--- src/hw/rtl/dqme_pkg.sv ---
// ----------------------------------------------------------------------------
// dqme_pkg
// Shared types and constants for the DNS query message encoder: the input
// operation codes, the sequencer states, the fixed header bytes and the
// record that carries one output byte from the sequencer to the top level.
// ----------------------------------------------------------------------------
package dqme_pkg;

    // Input operation codes. The fourth code is unused and ignored.
    localparam logic [1:0] OP_START  = 2'd0;
    localparam logic [1:0] OP_CHAR   = 2'd1;
    localparam logic [1:0] OP_FINISH = 2'd2;

    // Characters that end a label.
    localparam logic [7:0] CH_DOT = 8'h2E;
    localparam logic [7:0] CH_NUL = 8'h00;

    // Configuration register indexes.
    localparam logic CFG_LEN_EN = 1'b0;
    localparam logic CFG_QTYPE  = 1'b1;

    // Reset value of the query type low byte (type A).
    localparam logic [7:0] QTYPE_RESET = 8'h01;

    // Fixed part of the message length: header, first length byte, root byte, type and class.
    localparam logic [8:0] MSG_FIXED_LEN = 9'd18;

    // Positions within the start sequence: two length bytes, then the header.
    localparam logic [3:0] HIDX_LEN_HI = 4'd0;
    localparam logic [3:0] HIDX_LEN_LO = 4'd1;
    localparam logic [3:0] HIDX_HDR0   = 4'd2;
    localparam logic [3:0] HIDX_LAST   = 4'd13;

    // Positions within the suffix: root, type high, type low, class high, low.
    localparam logic [3:0] SIDX_QTYPE = 4'd2;
    localparam logic [3:0] SIDX_LAST  = 4'd4;
    localparam logic [7:0] CLASS_IN_LO = 8'h01;

    // Header: ID 0, flags with recursion desired, one question.
    localparam logic [7:0] HDR_BYTES [12] = '{
        8'h00, 8'h00, 8'h01, 8'h00, 8'h00, 8'h01,
        8'h00, 8'h00, 8'h00, 8'h00, 8'h00, 8'h00
    };

    // Sequencer states.
    typedef enum logic [2:0] {
        ST_IDLE,
        ST_HDR,
        ST_LEN,
        ST_LABEL,
        ST_SUF
    } t_state;

    // One output byte offered by the sequencer.
    typedef struct packed {
        logic       valid;
        logic [7:0] data;
        logic       last;
        logic       msg_end;
        logic       too_long;
    } t_emit;

endpackage

--- src/hw/rtl/dqme_label_ram.sv ---
// ----------------------------------------------------------------------------
// dqme_label_ram
// Label buffer: one write port and one read port, with the read data
// registered and held while no read is issued.
// ----------------------------------------------------------------------------
module dqme_label_ram #(
    parameter int MAX_LABEL = 63,
    parameter int AW        = 6
) (
    input  logic          i_clk,
    input  logic          i_we,
    input  logic [AW-1:0] i_waddr,
    input  logic [7:0]    i_wdata,
    input  logic          i_re,
    input  logic [AW-1:0] i_raddr,
    output logic [7:0]    o_rdata
);

    logic [7:0] r_mem [MAX_LABEL];
    logic [7:0] r_rdata;

    // Write port.
    always_ff @(posedge i_clk) begin
        if (i_we) begin
            r_mem[i_waddr] <= i_wdata;
        end
    end

    // Registered read port.
    always_ff @(posedge i_clk) begin
        if (i_re) begin
            r_rdata <= r_mem[i_raddr];
        end
    end

    assign o_rdata = r_rdata;

endmodule

--- src/hw/rtl/dqme_seq.sv ---
// ----------------------------------------------------------------------------
// dqme_seq
// Message sequencer: takes items, keeps the label count and overflow flag,
// writes name characters to the label buffer and steps through the start
// sequence, label flushes and the suffix one byte per cycle, unless stalled.
// ----------------------------------------------------------------------------
module dqme_seq #(
    parameter int MAX_LABEL = 63,
    parameter int AW        = 6,
    parameter int CW        = 6
) (
    input  logic             i_clk,
    input  logic             i_rst_n,
    input  logic             i_in_take,
    input  logic [1:0]       i_op,
    input  logic [7:0]       i_name_byte,
    input  logic [7:0]       i_name_length,
    input  logic             i_len_en,
    input  logic [7:0]       i_qtype,
    input  logic             i_load_ok,
    output logic             o_idle,
    output dqme_pkg::t_emit  o_emit,
    output logic             o_mem_we,
    output logic [AW-1:0]    o_mem_waddr,
    output logic [7:0]       o_mem_wdata,
    output logic             o_mem_re,
    output logic [AW-1:0]    o_mem_raddr,
    input  logic [7:0]       i_mem_rdata
);
    import dqme_pkg::*;

    t_state        r_state, n_state;
    logic [CW-1:0] r_cnt, n_cnt;
    logic          r_ovf, n_ovf;
    logic [CW-1:0] r_fcnt, n_fcnt;
    logic          r_tl, n_tl;
    logic [CW-1:0] r_idx, n_idx;
    logic [3:0]    r_hidx, n_hidx;
    logic [7:0]    r_len, n_len;

    logic          sep;
    logic          label_last;
    logic [8:0]    msg_len;
    logic [CW-1:0] idx_inc;

    assign sep        = (i_name_byte == CH_DOT) || (i_name_byte == CH_NUL);
    assign label_last = (r_idx == (r_fcnt - 1'b1));
    assign msg_len    = {1'b0, r_len} + MSG_FIXED_LEN;
    assign idx_inc    = r_idx + 1'b1;
    assign o_idle     = (r_state == ST_IDLE);

    // Next state and next register values.
    always_comb begin
        n_state = r_state;
        n_cnt   = r_cnt;
        n_ovf   = r_ovf;
        n_fcnt  = r_fcnt;
        n_tl    = r_tl;
        n_idx   = r_idx;
        n_hidx  = r_hidx;
        n_len   = r_len;
        unique case (r_state)
            ST_IDLE: begin
                if (i_in_take) begin
                    case (i_op)
                        OP_START: begin
                            n_cnt   = '0;
                            n_ovf   = 1'b0;
                            n_len   = i_name_length;
                            n_hidx  = i_len_en ? HIDX_LEN_HI : HIDX_HDR0;
                            n_state = ST_HDR;
                        end
                        OP_CHAR: begin
                            if (sep) begin
                                n_fcnt  = r_cnt;
                                n_tl    = r_ovf;
                                n_cnt   = '0;
                                n_ovf   = 1'b0;
                                n_idx   = '0;
                                n_state = ST_LEN;
                            end else if (r_cnt < CW'(MAX_LABEL)) begin
                                n_cnt = r_cnt + 1'b1;
                            end else begin
                                n_ovf = 1'b1;
                            end
                        end
                        OP_FINISH: begin
                            n_cnt   = '0;
                            n_ovf   = 1'b0;
                            n_hidx  = '0;
                            n_state = ST_SUF;
                        end
                        default: begin
                            n_state = ST_IDLE;
                        end
                    endcase
                end
            end
            ST_HDR: begin
                if (i_load_ok) begin
                    n_hidx = r_hidx + 1'b1;
                    if (r_hidx == HIDX_LAST) begin
                        n_state = ST_IDLE;
                    end
                end
            end
            ST_LEN: begin
                if (i_load_ok) begin
                    n_state = (r_fcnt == '0) ? ST_IDLE : ST_LABEL;
                end
            end
            ST_LABEL: begin
                if (i_load_ok) begin
                    n_idx = idx_inc;
                    if (label_last) begin
                        n_state = ST_IDLE;
                    end
                end
            end
            ST_SUF: begin
                if (i_load_ok) begin
                    n_hidx = r_hidx + 1'b1;
                    if (r_hidx == SIDX_LAST) begin
                        n_state = ST_IDLE;
                    end
                end
            end
            default: begin
                n_state = ST_IDLE;
            end
        endcase
    end

    // Output byte and label buffer accesses.
    always_comb begin
        o_emit      = '0;
        o_mem_we    = 1'b0;
        o_mem_waddr = r_cnt[AW-1:0];
        o_mem_wdata = i_name_byte;
        o_mem_re    = 1'b0;
        o_mem_raddr = '0;
        unique case (r_state)
            ST_IDLE: begin
                if (i_in_take && (i_op == OP_CHAR)) begin
                    o_mem_we = !sep && (r_cnt < CW'(MAX_LABEL));
                    o_mem_re = sep;
                end
            end
            ST_HDR: begin
                o_emit.valid = i_load_ok;
                o_emit.last  = (r_hidx == HIDX_LAST);
                if (r_hidx == HIDX_LEN_HI) begin
                    o_emit.data = {7'd0, msg_len[8]};
                end else if (r_hidx == HIDX_LEN_LO) begin
                    o_emit.data = msg_len[7:0];
                end else begin
                    o_emit.data = HDR_BYTES[r_hidx - HIDX_HDR0];
                end
            end
            ST_LEN: begin
                o_emit.valid    = i_load_ok;
                o_emit.data     = 8'(r_fcnt);
                o_emit.last     = (r_fcnt == '0);
                o_emit.too_long = r_tl;
            end
            ST_LABEL: begin
                o_emit.valid    = i_load_ok;
                o_emit.data     = i_mem_rdata;
                o_emit.last     = label_last;
                o_emit.too_long = r_tl;
                // Fetch the next byte while this one goes out.
                o_mem_re        = i_load_ok && !label_last;
                o_mem_raddr     = idx_inc[AW-1:0];
            end
            ST_SUF: begin
                o_emit.valid   = i_load_ok;
                o_emit.last    = (r_hidx == SIDX_LAST);
                o_emit.msg_end = (r_hidx == SIDX_LAST);
                if (r_hidx == SIDX_QTYPE) begin
                    o_emit.data = i_qtype;
                end else if (r_hidx == SIDX_LAST) begin
                    o_emit.data = CLASS_IN_LO;
                end else begin
                    o_emit.data = 8'h00;
                end
            end
            default: begin
                o_emit = '0;
            end
        endcase
    end

    // Control state.
    always_ff @(posedge i_clk) begin
        if (!i_rst_n) begin
            r_state <= ST_IDLE;
            r_cnt   <= '0;
            r_ovf   <= 1'b0;
        end else begin
            r_state <= n_state;
            r_cnt   <= n_cnt;
            r_ovf   <= n_ovf;
        end
    end

    // Working registers of the current run.
    always_ff @(posedge i_clk) begin
        r_fcnt <= n_fcnt;
        r_tl   <= n_tl;
        r_idx  <= n_idx;
        r_hidx <= n_hidx;
        r_len  <= n_len;
    end

endmodule

--- src/hw/rtl/dns_query_message_encoder.sv ---
// ----------------------------------------------------------------------------
// dns_query_message_encoder
// Builds a DNS query message one byte per output item from start, name
// character and finish items.
// ----------------------------------------------------------------------------
// A start item emits the optional two-byte message length and the 12-byte
// header, name characters are buffered per label in a small RAM, and a dot or
// zero flushes the label as a length byte and its characters; a finish item
// emits the root byte, the query type and class IN. Items are taken one at a
// time by a single sequencer, which takes no new item until the bytes of the
// last one have been loaded into the output register, and offers each byte
// only when the output register can take it. Label bytes come out of the
// RAM's registered read port, fetched one byte ahead of the output register.
// ----------------------------------------------------------------------------
module dns_query_message_encoder #(
    parameter int MAX_LABEL = 63
) (
    input  logic       i_clk,
    input  logic       i_rst_n,
    // Configuration writes.
    input  logic       i_cfg_we,
    input  logic       i_cfg_index,
    input  logic [7:0] i_cfg_data,
    // Input items.
    input  logic       i_in_valid,
    output logic       o_in_stall,
    input  logic [1:0] i_op,
    input  logic [7:0] i_name_byte,
    input  logic [7:0] i_name_length,
    // Output items.
    output logic       o_out_valid,
    input  logic       i_out_stall,
    output logic [7:0] o_out_byte,
    output logic       o_last,
    output logic       o_message_end,
    output logic       o_label_too_long
);
    import dqme_pkg::*;

    localparam int AW = (MAX_LABEL > 1) ? $clog2(MAX_LABEL) : 1;
    localparam int CW = $clog2(MAX_LABEL + 1);

    logic       r_len_en;
    logic [7:0] r_qtype;
    logic       r_out_valid;
    logic [7:0] r_out_byte;
    logic       r_last;
    logic       r_msg_end;
    logic       r_too_long;

    logic          seq_idle;
    logic          in_take;
    logic          load_ok;
    t_emit         emit;
    logic          mem_we;
    logic [AW-1:0] mem_waddr;
    logic [7:0]    mem_wdata;
    logic          mem_re;
    logic [AW-1:0] mem_raddr;
    logic [7:0]    mem_rdata;

    // Input side is open whenever the sequencer has no run in progress.
    assign o_in_stall = !seq_idle;
    assign in_take    = i_in_valid && seq_idle;

    // The output register takes a new byte when empty or being emptied.
    assign load_ok = !r_out_valid || !i_out_stall;

    // Configuration registers.
    always_ff @(posedge i_clk) begin
        if (!i_rst_n) begin
            r_len_en <= 1'b0;
            r_qtype  <= QTYPE_RESET;
        end else if (i_cfg_we) begin
            case (i_cfg_index)
                CFG_LEN_EN: r_len_en <= i_cfg_data[0];
                CFG_QTYPE:  r_qtype  <= i_cfg_data;
                default:    r_len_en <= r_len_en;
            endcase
        end
    end

    dqme_seq #(
        .MAX_LABEL (MAX_LABEL),
        .AW        (AW),
        .CW        (CW)
    ) u_seq (
        .i_clk         (i_clk),
        .i_rst_n       (i_rst_n),
        .i_in_take     (in_take),
        .i_op          (i_op),
        .i_name_byte   (i_name_byte),
        .i_name_length (i_name_length),
        .i_len_en      (r_len_en),
        .i_qtype       (r_qtype),
        .i_load_ok     (load_ok),
        .o_idle        (seq_idle),
        .o_emit        (emit),
        .o_mem_we      (mem_we),
        .o_mem_waddr   (mem_waddr),
        .o_mem_wdata   (mem_wdata),
        .o_mem_re      (mem_re),
        .o_mem_raddr   (mem_raddr),
        .i_mem_rdata   (mem_rdata)
    );

    dqme_label_ram #(
        .MAX_LABEL (MAX_LABEL),
        .AW        (AW)
    ) u_label_ram (
        .i_clk   (i_clk),
        .i_we    (mem_we),
        .i_waddr (mem_waddr),
        .i_wdata (mem_wdata),
        .i_re    (mem_re),
        .i_raddr (mem_raddr),
        .o_rdata (mem_rdata)
    );

    // Output register valid flag.
    always_ff @(posedge i_clk) begin
        if (!i_rst_n) begin
            r_out_valid <= 1'b0;
        end else if (load_ok) begin
            r_out_valid <= emit.valid;
        end
    end

    // Output register payload.
    always_ff @(posedge i_clk) begin
        if (load_ok && emit.valid) begin
            r_out_byte <= emit.data;
            r_last     <= emit.last;
            r_msg_end  <= emit.msg_end;
            r_too_long <= emit.too_long;
        end
    end

    assign o_out_valid      = r_out_valid;
    assign o_out_byte       = r_out_byte;
    assign o_last           = r_last;
    assign o_message_end    = r_msg_end;
    assign o_label_too_long = r_too_long;

    // The sequencer offers a byte only when the output register can take it.
    a_emit_fits: assert property (@(posedge i_clk) disable iff (!i_rst_n)
        emit.valid |-> load_ok)
        else $error("byte offered while the output register is full");

    // The end of the message is always the end of a run.
    a_end_is_last: assert property (@(posedge i_clk) disable iff (!i_rst_n)
        (r_out_valid && r_msg_end) |-> r_last)
        else $error("message end without run end");

    // No new item is taken while a run is still producing bytes.
    a_no_overlap: assert property (@(posedge i_clk) disable iff (!i_rst_n)
        emit.valid |-> o_in_stall)
        else $error("input open during an output run");

endmodule

--- config.mk ---
export PLATFORM = sky130hd
export DESIGN_NAME = dns_query_message_encoder
export DESIGN_NICKNAME = d
export VERILOG_FILES = /design/src/hw/rtl/dqme_pkg.sv /design/src/hw/rtl/dqme_label_ram.sv /design/src/hw/rtl/dqme_seq.sv /design/src/hw/rtl/dns_query_message_encoder.sv
export SDC_FILE = /design/constraint.sdc
export NUM_CORES = 1
export LEC_CHECK = 0
export BUFFER_PORTS_ARGS = -buffer_cell sky130_fd_sc_hd__buf_4
export CORE_MARGIN = 2
export CORE_UTILIZATION = 62
export DETAILED_ROUTE_END_ITERATION = 10
export MAX_ROUTING_LAYER = met4
export PLACE_DENSITY_LB_ADDON = 0.2
export SYNTH_ARGS = -nofsm -noshare
export SYNTH_HDL_FRONTEND = slang
export SYNTH_HIERARCHICAL = 1
export SYNTH_SLANG_ARGS = --single-unit
--- constraint.sdc ---
create_clock -name i_clk -period 4 [get_ports i_clk]
set_input_delay 0.8 -clock i_clk [delete_from_list [all_inputs] [get_ports i_clk]]
set_output_delay 0.8 -clock i_clk [all_outputs]
set_load 0.02 [all_outputs]
==> results of run 1 <==
state kept, by name (all words and copies together), names as in the netlist, 3 cells and up:
| name | count |
|---|---|
| u_seq/r_idx | 6 |
| r_qtype | 8 |
| u_seq/r_state | 3 |
| u_label_ram/o_rdata | 8 |
| u_seq/r_len | 8 |
| o_out_byte | 8 |
| u_seq/o_mem_waddr | 6 |
| u_seq/r_fcnt | 6 |
| u_label_ram/r_mem | 504 |
| u_seq/r_hidx | 4 |
worst max-delay path: stages (launching register included):
cell and delay [ns]:
sky130_fd_sc_hd__dfxtp_1 0.46, sky130_fd_sc_hd__and2b_1 0.30, sky130_fd_sc_hd__nand2_1 0.25, sky130_fd_sc_hd__nor2_4 0.21
sky130_fd_sc_hd__buf_12 0.27, sky130_fd_sc_hd__mux4_2 0.55, sky130_fd_sc_hd__a221oi_1 0.49, sky130_fd_sc_hd__o21ai_1 0.31
sky130_fd_sc_hd__nand3_1 0.29, sky130_fd_sc_hd__o311ai_1 0.16
cell type report:
| class | count | area share, % |
|---|---|---|
| sequential | 568 | 64.6 |
| multi-input combinational | 613 | 22.1 |
| clock buffer | 66 | 5.43 |
| timing repair buffer | 146 | 4.53 |
| tap | 468 | 2.24 |
| clock inverter | 34 | 0.853 |
| inverter | 16 | 0.254 |
cells in the mapped netlist, types with 12 or more instances:
master	n	area, sq um
sky130_fd_sc_hd__a22oi_1	18	135
sky130_fd_sc_hd__inv_1	14	52.6
sky130_fd_sc_hd__nand2_1	66	248
sky130_fd_sc_hd__buf_4	18	135
sky130_fd_sc_hd__o21ai_0	22	110
sky130_fd_sc_hd__nand3_1	29	145
sky130_fd_sc_hd__nand4_1	14	87.6
sky130_fd_sc_hd__xor2_1	12	105
sky130_fd_sc_hd__mux2i_1	37	370
sky130_fd_sc_hd__edfxtp_1	548	16500
sky130_fd_sc_hd__mux4_2	115	2590
sky130_fd_sc_hd__nor2_1	96	360
sky130_fd_sc_hd__nor2b_1	12	75.1
sky130_fd_sc_hd__nor3_1	12	60.1
sky130_fd_sc_hd__a21oi_1	17	85.1
sky130_fd_sc_hd__dfxtp_1	20	400
sky130_fd_sc_hd__clkbuf_1	35	131
power breakdown:
group | switching [mW] | total (mW) | internal (mW)
combinational | 0.587 | 0.932 | 0.346
sequential | 0.102 | 6.77 | 6.66
clock | 2.13 | 4.78 | 2.65
total | 2.82 | 12.5 | 9.66
metal layers:
metal | part of all wire, % | wire, um | global-route usage, % | vias to the layer above
met5 | 0 | 0 | - | -
met4 | 2.8 | 1460 | 8.60 | 0
met3 | 8.2 | 4220 | 5.74 | 98
met2 | 48 | 24900 | 43.6 | 608
met1 | 41 | 20900 | 38.9 | 6447
li1 | - | - | - | 5374
final timing paths:
path	startpoint	end	slack (ns)	depth (start not counted)
hold reg to reg	u_seq/r_ovf	u_seq/r_tl	0.43	0
hold / removal	i_name_length[4]	u_seq/r_len[4]	0.38	1
setup reg to reg	u_seq/r_state[2]	u_label_ram/o_rdata[6]	0.41	9
setup / recovery	u_seq/r_state[2]	u_label_ram/o_rdata[6]	0.41	9
per-stage QoR:
stage	total power [mW]	util, %	instances	instance area, sq um	hold WS [ns]
2_1_floorplan	7.49	-	1272	23100	0.403
4_1_cts	12.6	71.1	1911	26100	0.356
3_5_place_dp	7.81	66.7	1811	24500	0.412
6_report	12.5	71.1	1911	26100	0.379
5_1_grt	12.9	71.1	1911	26100	0.355
3_3_place_gp	7.79	66.7	1811	24500	0.423
kinds of logic after synthesis:
kind of cell	count (synthesis)	share of synthesized area [%]
flops	568	72.9
simple gates	283	6.02
mux	158	13.1
compound gates	142	4.42
buf+inv	91	2.19
xor+xnor	19	0.720
fa+ha+maj	11	0.596
==> results.md, run 1 <==
Floorplan:
- The die is ~200 um tall.
- The die footprint is ~0.039 sq mm.
- After floorplanning, the core was divided into 70 placement rows.
- The number of primary I/O pins is 45.
- After floorplanning, the core was sized to cover 0.0367 sq mm.
- The die is ~200 um wide.
- The initial core utilization is between 60% and 70%.

Logic synthesis:
- The share of async-settable or async-resettable flops after synthesis is 0%.
- In this run, synthesis produced a sequential element count of roughly 570.
- Synthesis handed over a netlist of approximately 1300 instances.
- The net count of the mapped netlist is approximately 1300.
- The number of distinct library cells after synthesis is 70.
- The most instantiated flip-flop cell in the synthesis netlist is sky130_fd_sc_hd__edfxtp_1.
- The synthesized design contains approximately 550 enable-type register cells.
- The post-synthesis average cell area is around 18 sq um.
- The cell area that synthesis handed to floorplanning was 0.0231 sq mm.
- The synthesis warning total is 6.
- The sequential element share of the synthesized area is 72.9%.

Clock tree:
- TritonCTS built the clock tree.
- Counting the buffers created by CTS gives 54.
- The post-cts sizing count is 0.
- The clock tree synthesis step divided the H-tree into 2 levels.
- The number of hold-repair buffers added at the cts stage is 0.
- The clock latency on the worst-skew pair is between 0.6 and 0.7 ns.
- The register clock-pin slew on the reported worst setup and hold paths is ~0.060 ns.
- In this run the deepest clock path goes through 3 buffers.
- CTS saw about 570 sinks.
- Clock tree synthesis selected as its root buffer the cell sky130_fd_sc_hd__clkbuf_16.
- The post-CTS setup-driven buffer insertion count is 0.

Final layout:
- Relative to the synthesized area, the layout overhead comes to 13.0%.
- After filler insertion, the fill cell instance count of the layout stands at 2212.
- The count of nets after finishing is ~1400.
- The library cells used most frequently in the layout, excluding fill and tap cells, are sky130_fd_sc_hd__edfxtp_1, sky130_fd_sc_hd__buf_4, sky130_fd_sc_hd__mux4_2.
- The most common library cell in the layout ignoring fill and taps is sky130_fd_sc_hd__edfxtp_1.
- The multi-input combinational cells in the finished layout cover a total of between 0.005 and 0.006 sq mm.
- The number of diodes added for antenna fixing is 0.
- The sequential cell area in the final layout is between 0.015 and 0.02 sq mm.
- The post-route netlist has approximately 26% of its cells at a drive strength greater than 1.

Place:
- OpenSTA, run right after detailed placement, puts the worst setup slack at approximately 0.43 ns.
- The weighted congestion at the end of routability-driven global placement is roughly 0.92.
- Buffers placed on the I/O ports in this run total 44.
- The half-perimeter wire length after placement is about 32000 um.

Setup path:
- STA puts the critical path data arrival time at 3.91 ns.
- The required time of the worst setup path is around 4.3 ns.
- The worst setup path is launched from a flip-flop.
- The critical path class is flip-flop to flip-flop.
- In this run the worst path has a maximum fanout of 26.
- The kind of end point of the critical path is a flip-flop.

GRT:
- Global routing used approximately 28% of the available tracks.
- For this run the aggregate overflow at the end of global routing stands at 0.
- The via count of the first global-routing pass is 12400.
- The pin count of the biggest net entering global routing is between 70 and 80.
- The first global-routing pass estimated 77800 um of wire.
- The number of antenna violations at the first check in global routing is 0.

STA:
- The worst-case clock skew is 0.0221 ns.
- Setup repair after global routing left no endpoint under its margin.
- In the post-route analysis, the smallest setup slack over all paths is 0.408 ns.
- The fmax is between 200 and 300 MHz.
- The total negative slack for setup checks is 0 ns.
- Setup violations remaining at the end of the flow were counted as 0.
- The final critical delay including setup and external delays is 3.59 ns.
- At the pin with the least slew margin, the transition time is ~0.79 ns.
- In the finished design, the share of the clock period the worst path needs comes to 89.8%.
- The max-slew violation count is 0.
- The worst slew margin relative to its limit is 47.6%.
- The count of endpoints failing hold in the final timing report is 0.

Drt:
- The antenna violation net count after detailed routing is 0.
- The detailed router finished its first iteration with between 1000 and 1500 violations.
- The routed layout has approximately 13000 vias.
- The via density per instance is ~6.6.
- The wire length per cell is ~27 um.
- The number of design rule violations left after detail routing is 0.
- The pre-antenna-repair detailed-routing pass consisted of 5 iterations.
- The overall routed net length is slightly above 50000 um.

Pwr:
- The leakage power total is 8.30 nW.
- The highest ir drop seen on vdd is between 0.3 and 0.4 mV.
- The power per cell area is between 400 and 500 mW/mm^2.

Run:
- The number of maximum-capacitance constraint violations is 0.

Status:
- The run finished with clean final reports.

Worst hold path:
- The tightest min-delay check is of the input pin to flip-flop type.
Note: power is estimated with default switching activity, not from simulation.
==> run 2, diff against run 1 <==
--- a/config.mk
+++ b/config.mk
@@ -5,10 +5,10 @@
 export SDC_FILE = /design/constraint.sdc
 export NUM_CORES = 1
 export LEC_CHECK = 0
-export BUFFER_PORTS_ARGS = -buffer_cell sky130_fd_sc_hd__buf_4
 export CORE_MARGIN = 2
-export CORE_UTILIZATION = 62
+export CORE_UTILIZATION = 63
 export DETAILED_ROUTE_END_ITERATION = 10
+export DONT_BUFFER_PORTS = 1
 export MAX_ROUTING_LAYER = met4
 export PLACE_DENSITY_LB_ADDON = 0.2
 export SYNTH_ARGS = -nofsm -noshare
==> run 2 against run 1 <==
Sequential share of layout area grew 0.93 points. Hold slack got worse by 0.11 ns. Final cell count fell by 3.4%. Clock power is 5.9% higher. Non-clock buffer count is 61 lower. Critical endpoint is now u_label_ram/r_mem[49][2]. Largest cell class unchanged.
==> results.md, run 2 (synthesis gave the netlist of run 1 again) <==
Status:
- The flow ran to the end, and the final reports show no timing, DRC or antenna violations.

Floorplan:
- The floorplan has 70 rows.
- For this configuration, the core starts out at a cell density of around 64%.
- The die footprint is 0.0382 sq mm.
- The die height is approximately 200 um.
- The core region is 0.0363 sq mm.
- 45 I/O pins were placed.
- The die extent in x is between 150 and 200 um.

Clock tree:
- The number of hold-repair buffers added at the cts stage is 0.
- The longest clock path from root to sink contains 3 buffers.
- The number of CTS-inserted buffers is 53.
- Once the clock tree was built, the setup fixing pass inserted 0 buffers.
- At the later pin of the worst-skew pair, clock insertion delay measures about 0.62 ns.
- The number of clock sinks is ~570.
- TritonCTS built the clock tree.
- The register clock-pin slew on the reported worst setup and hold paths is around 0.06 ns.
- The clock root buffer master is sky130_fd_sc_hd__clkbuf_16.
- The post-cts sizing count is 0.
- The H-tree was split into 2 levels.

Final layout:
- The net count of the finished layout is 1380.
- The area growth from synthesis to final layout is 11.4%.
- The number of diodes added for antenna fixing is 0.
- In the final layout, the multi-input gates occupy a little under 0.006 sq mm.
- The layout filler cell count is between 2000 and 2500.
- The final design area excluding fillers is ~0.026 sq mm.
- The most common library cell in the layout ignoring fill and taps is sky130_fd_sc_hd__edfxtp_1.
- More flip-flops sit in one register than any other, and that register is u_label_ram/r_mem.
- The final instance count without filler cells is 1846.
- The register with the most flip-flops in the layout has 504 of them.
- In the layout the commonest cells are sky130_fd_sc_hd__edfxtp_1, sky130_fd_sc_hd__mux4_2, sky130_fd_sc_hd__nor2_1.
- The sequential cell area in the final layout is roughly 0.017 sq mm.
- The post-route netlist has 22.6% of its cells at a drive strength greater than 1.

Run:
- The number of maximum-capacitance constraint violations is 0.

STA:
- The slew at the pin closest to its max-slew limit is roughly 1.3 ns.
- The worst-case clock skew is approximately 0.027 ns.
- The fmax is between 200 and 300 MHz.
- The final critical delay including setup and external delays is between 3 and 4 ns.
- Setup violations remaining at the end of the flow were counted as 0.
- Across all setup checks in the final design, the least slack found is around 0.26 ns.
- Setup repair after global routing left no endpoint under its margin.
- After routing, the total negative slack on setup checks comes to 0 ns.
- The count of endpoints failing hold in the final timing report was 0.
- Dividing the final minimum period by the clock period gives 93.4%.
- The max-slew violation count was 0.
- The worst slew margin relative to its limit is between 10% and 20%.

Worst hold path:
- Counting instances, the worst hold path has a depth of 1.
- The startpoint of the lowest-slack hold path is i_rst_n.
- The tightest min-delay check is of the input pin to flip-flop type.

Setup path:
- The worst register-to-register path has a depth of 10.
- Setup slack on the worst reg-to-reg path comes out at 0.26 ns.
- The required time of the worst setup path is about 4.2 ns.
- Of all nets on the critical path, the largest fanout is 11.
- The kind of end point of the critical path is a flip-flop.
- The most critical setup path has its startpoint at u_seq/r_state[2].
- The setup path with the least slack is of type flip-flop to flip-flop.
- The endpoint arrival time on the critical path is between 3 and 4 ns.
- The launching point of the worst reg2reg path is u_seq/r_state[2].
- The startpoint class of the critical path is a flip-flop.

Place:
- The post-place setup slack is roughly 0.43 ns.
- The half-perimeter wire length after placement is about 32000 um.
- At the end of routability-driven placement, the weighted congestion stood at slightly below 0.9.
- Once placement finished, the instance area stood at 0.0240 sq mm.
- The placed instance count is 1750.
- The number of buffers inserted by port buffering is 0.

Drt:
- The length of routed met3 wiring is between 5000 and 6000 um.
- The detailed-routing wirelength on met1 is just over 20000 um.
- The number of design rule violations left after detail routing is 0.
- The count of nets left with antenna violations once routing finished came out at 0.
- In the final routed layout, each cell accounts on average for approximately 28 um.
- The via density per instance is 6.76.
- The detailed router finished its first iteration with 1312 violations.
- The number of vias in the routed layout is between 10000 and 15000.
- The length of the first detailed-routing pass in iterations is 8.
- In this run the top signal layer used is met4.
- For this block, the routed nets add up to around 52000 um of wire.
- In the detailed route, the total length drawn on met2 is about 25000 um.

GRT:
- The via count of the first global-routing pass is approximately 12000.
- The number of antenna violations at the first check in global routing is 1.
- The first global-routing pass estimated approximately 80000 um of wire.
- The global-route usage over all layers is between 20% and 30%.
- The pin count of the biggest net entering global routing is 66.
- After global routing the overflow that remains totals 0.

Pwr:
- Dividing total power by cell area gives a power density of 489 mW/mm^2.
- The highest ir drop seen on vdd is 0.348 mV.
- The leakage power total is a little over 8 nW.
## run 2: changes by cell type in the layout (fill, tap and decap cells not counted), moves of 3 or more
cell,change
sky130_fd_sc_hd__buf_4,-60
sky130_fd_sc_hd__bufinv_16,+5
sky130_fd_sc_hd__clkinv_2,-3
sky130_fd_sc_hd__clkbuf_1,-5
## run 2: per-layer routing
layer	vias to the layer above	GRT usage, %
met5	-	-
li1	5244	-
met4	0	10.1
met2	743	42.9
met1	6354	40.4
met3	134	6.72
## run 2: final timing paths
check,endpoint
max,u_label_ram/r_mem[49][2]
min,r_qtype[0]
max reg2reg,u_label_ram/r_mem[49][2]
min reg2reg,u_seq/r_tl
## run 2: critical path: stages (launching register included)
cell and delay, ns:
sky130_fd_sc_hd__dfxtp_1 0.45, sky130_fd_sc_hd__nor2_8 0.19, sky130_fd_sc_hd__nand2_4 0.08, sky130_fd_sc_hd__clkinv_4 0.08, sky130_fd_sc_hd__and2_1 0.32, sky130_fd_sc_hd__nand3_4 0.14, sky130_fd_sc_hd__nor3b_4 0.31, sky130_fd_sc_hd__buf_4 0.24
sky130_fd_sc_hd__nor2b_1 0.27, sky130_fd_sc_hd__nand2_1 0.40, sky130_fd_sc_hd__nor2_1 0.85
## run 2: through the flow
| stage | power [mW] | util, % | hold WS [ns] |
|---|---|---|---|
| finish | 12.6 | 70.8 | 0.268 |
| global route | 12.9 | 70.8 | 0.256 |
| CTS | 12.6 | 70.8 | 0.239 |
| detailed placement | 7.63 | 66.0 | 0.410 |
| global placement | 7.62 | 66.0 | 0.407 |
| floorplan | 7.49 | - | 0.403 |
## run 2: power breakdown
part           switching [mW]  total (mW)  leakage, nW  internal (mW)
logic                   0.433       0.704         2.08          0.271
clock network            2.15        5.06        0.859           2.91
registers               0.146        6.81         5.11           6.67
## run 2: layout make-up
| type | count | share of cell area (%) |
|---|---|---|
| inverter | 16 | 0.258 |
| sequential | 568 | 65.5 |
| clock buffer | 60 | 5.34 |
| clock inverter | 36 | 1.42 |
| tap | 468 | 2.28 |
| timing repair buffer | 85 | 2.77 |
| multi-input combinational | 613 | 22.4 |
==> run 3, diff against run 2 <==
--- a/config.mk
+++ b/config.mk
@@ -5,6 +5,7 @@
 export SDC_FILE = /design/constraint.sdc
 export NUM_CORES = 1
 export LEC_CHECK = 0
+export ABC_AREA = 1
 export CORE_MARGIN = 2
 export CORE_UTILIZATION = 63
 export DETAILED_ROUTE_END_ITERATION = 10
==> run 3 against run 2 <==
Power increased by 8.1%. Fmax is 12% higher. Wire length up 13%. Critical path depth is 4 higher. Sequential power rose by 3%. Global-route usage increased by 1.7 points. Final cell count grew 48%. Clock power grew 3%.
==> results.md, run 3 <==
Status:
- The flow ran to the end, and the final reports show no timing, DRC or antenna violations.

Logic synthesis:
- Counting flops with an async set or reset pin after synthesis yields a share of 0%.
- The net count of the mapped netlist is around 2200.
- Among all cell types in the netlist, the one instantiated most often is sky130_fd_sc_hd__nand2_1.
- For this run, the number of Yosys warnings is 6.
- The post-synthesis average cell area is roughly 11 sq um.
- The number of distinct library cells after synthesis is between 40 and 50.
- The number of enable-type register cells in the synthesized netlist is 548.
- The commonest cells after synthesis are sky130_fd_sc_hd__nand2_1, sky130_fd_sc_hd__edfxtp_1, sky130_fd_sc_hd__nand3_1.
- The sequential element share of the synthesized area is a little over two thirds.
- After synthesis, the cell types taking the most area are sky130_fd_sc_hd__edfxtp_1, sky130_fd_sc_hd__nand2_1, sky130_fd_sc_hd__nand3_1, sky130_fd_sc_hd__nor2_1, sky130_fd_sc_hd__dfxtp_1.
- The total standard cell area after synthesis is between 0.02 and 0.025 sq mm.
- Synthesis handed over a netlist of 2171 instances.
- The synthesized flop and latch total is ~570.
- The top cell type by total area after synthesis is sky130_fd_sc_hd__edfxtp_1.
- The area share of the largest cell type after synthesis is just under 70%.
- The most used flip-flop cell after synthesis is sky130_fd_sc_hd__edfxtp_1.

Clock tree:
- Counting along the longest clock path gives a buffer depth of 3.
- The post-CTS setup-driven buffer insertion count is 0.
- The number of levels in the clock H-tree is 2.
- Buffers inserted during clock tree synthesis total 56.
- The post-cts sizing count is 0.
- The tree built by TritonCTS fans out to around 570 sinks.
- In this run, post-CTS hold repair placed 0 buffers.
- For the worst-skew pair, the clock arrives at the later sink with an insertion delay of approximately 0.61 ns.
- Clock-pin slew was measured on the worst setup and hold paths at about 0.06 ns.
- The clock root buffer master is sky130_fd_sc_hd__clkbuf_16.
- The clock tree from TritonCTS is built.

STA:
- Dividing the final minimum period by the clock period gives a little over four fifths.
- The fmax is 299 MHz.
- The count of endpoints failing hold in the final timing report came to 0.
- The worst slew margin relative to its limit is a little over a fifth.
- Subtracting the final worst setup slack from the clock period gives roughly 3.3 ns.
- The final count of negative-setup-slack endpoints is 0.
- The worst-case clock skew is ~0.019 ns.
- Setup repair after global routing left no endpoint under its margin.
- Summed over all failing endpoints, the final setup total negative slack is 0 ns.
- The max-slew violation count was 0.
- The slew at the pin closest to its max-slew limit is between 1 and 1.5 ns.
- The setup slack after layout is 0.659 ns.

Worst hold path:
- In this run the worst hold path is classified as input pin to flip-flop.

Pwr:
- Dividing total power by cell area gives a power density of slightly above 500 mW/mm^2.
- The highest ir drop seen on vdd is roughly 0.4 mV.
- Summed over all cells, the static leakage comes to 9.60 nW.

Final layout:
- The count of nets after finishing is between 2000 and 2500.
- In the final layout, flip-flops and latches occupy about 0.017 sq mm.
- The most common library cell in the layout ignoring fill and taps is sky130_fd_sc_hd__nand2_1.
- After the flow finishes, the layout carries non-filler instances totaling roughly 2700.
- In the layout the commonest cells are sky130_fd_sc_hd__nand2_1, sky130_fd_sc_hd__edfxtp_1, sky130_fd_sc_hd__nand3_1.
- The combined area of the multi-input logic cells is roughly 0.0063 sq mm.
- The number of flip-flops in the largest register is a little over 500.
- The register with the most flip-flops is u_label_ram/r_mem.
- The area growth from synthesis to final layout is 10.0%.
- After filler insertion, the fill cell instance count of the layout stands at between 2000 and 3000.
- Cells with a size suffix above 1 make up 7.83% of the layout.
- Cells fill 70.4% of the core in the end.
- The final design area excluding fillers is 0.0265 sq mm.

GRT:
- The number of antenna violations at the first check in global routing is 0.
- In the global route stage, overall resource usage came out at between 30% and 40%.
- The global-route wire length before repair is 88200 um.
- Global routing finished with a remaining overflow of 0.
- The pin count of the biggest net entering global routing is ~120.
- The via count of the first global-routing pass is between 15000 and 20000.

Setup path:
- Traced cell by cell, the critical path runs through inv_2 -> nand2_1 -> nor2_2 -> inv_1 -> nor2_4 -> inv_4 -> buf_12 -> nand3_1 -> nand3_1 -> nand3_1 -> nand2_1 -> nand2_1 -> nand3_1 -> nand2_1.
- The worst setup path is captured at a flip-flop.
- The endpoint arrival time on the critical path is approximately 3.7 ns.
- The startpoint class of the critical path is a flip-flop.
- The slowest cell on the critical path is sky130_fd_sc_hd__inv_4.
- The required time of the worst setup path is around 4.4 ns.
- The setup path with the least slack is of type flip-flop to flip-flop.
- Along the worst path, the maximum fanout reaches 86.
- The maximum cell stage delay along the critical path is 0.74 ns.

Place:
- The post-place setup slack is a little under 0.8 ns.
- Detailed placement finished with a half-perimeter wire length of approximately 33000 um.
- The weighted congestion at the end of routability-driven global placement is about 0.9.
- After detailed placement, the design holds a cell count of between 2000 and 3000.
- In this run the cell area measured after placement is around 0.025 sq mm.
- The number of buffers inserted by port buffering is 0.

Floorplan:
- From left edge to right edge, the die measures ~200 um.
- The initial core utilization is between 60% and 70%.
- For this design the top-level I/O count stands at 45.
- The die height is about 200 um.
- The die footprint is roughly 0.04 sq mm.
- The standard-cell row count is just over 70.
- The standard cell core area is approximately 0.038 sq mm.

Drt:
- After detailed routing, the average wire length per cell comes to roughly 22 um.
- The overall routed net length is a little under 60000 um.
- The length of the first detailed-routing pass in iterations is 6.
- The via density per instance is just over 6.
- The first routing iteration left roughly 1900 violations.
- The number of vias in the routed layout is ~17000.
- In the routed design, unresolved DRC markers number 0.
- The antenna violation net count after detailed routing is 0.

Run:
- The number of maximum-capacitance constraint violations is 0.
## run 3: changes by cell type in the layout (fill, tap and decap cells not counted), moves of 35 or more
cell,before,now
sky130_fd_sc_hd__inv_1,14,55
sky130_fd_sc_hd__mux2i_1,37,0
sky130_fd_sc_hd__mux4_2,115,0
sky130_fd_sc_hd__nor2_1,92,127
sky130_fd_sc_hd__nand2_1,66,713
sky130_fd_sc_hd__nand3_1,29,453
## run 3: cell families (layout without fill, tap and decap cells)
group           count (synthesis)  count (layout)  share of synthesized area (%)
compound gates                 56              56                           1.43
other cells                     0               1                              0
flops                         568             568                           69.9
fa+ha+maj                      11              11                          0.571
buf+inv                       188             238                           3.91
xor+xnor                       10              10                          0.363
mux                             1               1                         0.0467
simple gates                 1337            1337                           23.8
## run 3: critical path: cells and delay by family (launching register included)
kind | cells | cell delay [ns]
buf+inv | 4 | 1.37
flops | 1 | 0.54
simple gates | 10 | 1.06
## run 3: worst paths after layout
check,start,to,slack [ns],cells after the start
setup / recovery,u_seq/r_state[2],u_label_ram/o_rdata[6],0.66,14
hold / removal,i_name_length[5],u_seq/r_len[5],0.28,0
setup reg to reg,u_seq/r_state[2],u_label_ram/o_rdata[6],0.66,14
hold reg to reg,u_seq/r_ovf,u_seq/r_tl,0.47,0
## run 3: layer usage
layer / share of wire (%) / track usage [%] / up-vias
li1: - / - / 7548
met1: 40 / 42.5 / 7960
met2: 46 / 45.7 / 936
met3: 11 / 5.67 / 153
met4: 3.7 / 12.3 / 0
met5: 0 / - / -
## run 3: power by group
part           total, mW  switching [mW]  internal, mW
clock               5.20            2.15          3.06
combinational       1.41           0.986         0.423
sequential          6.99           0.238          6.75
## run 3: layout make-up
class | instances | area share (%)
antenna | 1 | 0.00943
clock buffer | 77 | 5.78
clock inverter | 28 | 1.10
inverter | 66 | 1.01
multi-input combinational | 1415 | 23.9
sequential | 568 | 63.5
tap | 511 | 2.41
timing repair buffer | 67 | 2.27
## run 3: stage by stage
stage / total power, mW / hold slack, ns
finish: 13.6 / 0.282
global route: 14.1 / 0.254
CTS: 13.6 / 0.261
detailed placement: 8.48 / 0.433
global placement: 8.45 / 0.423
floorplan: 8.14 / 0.409
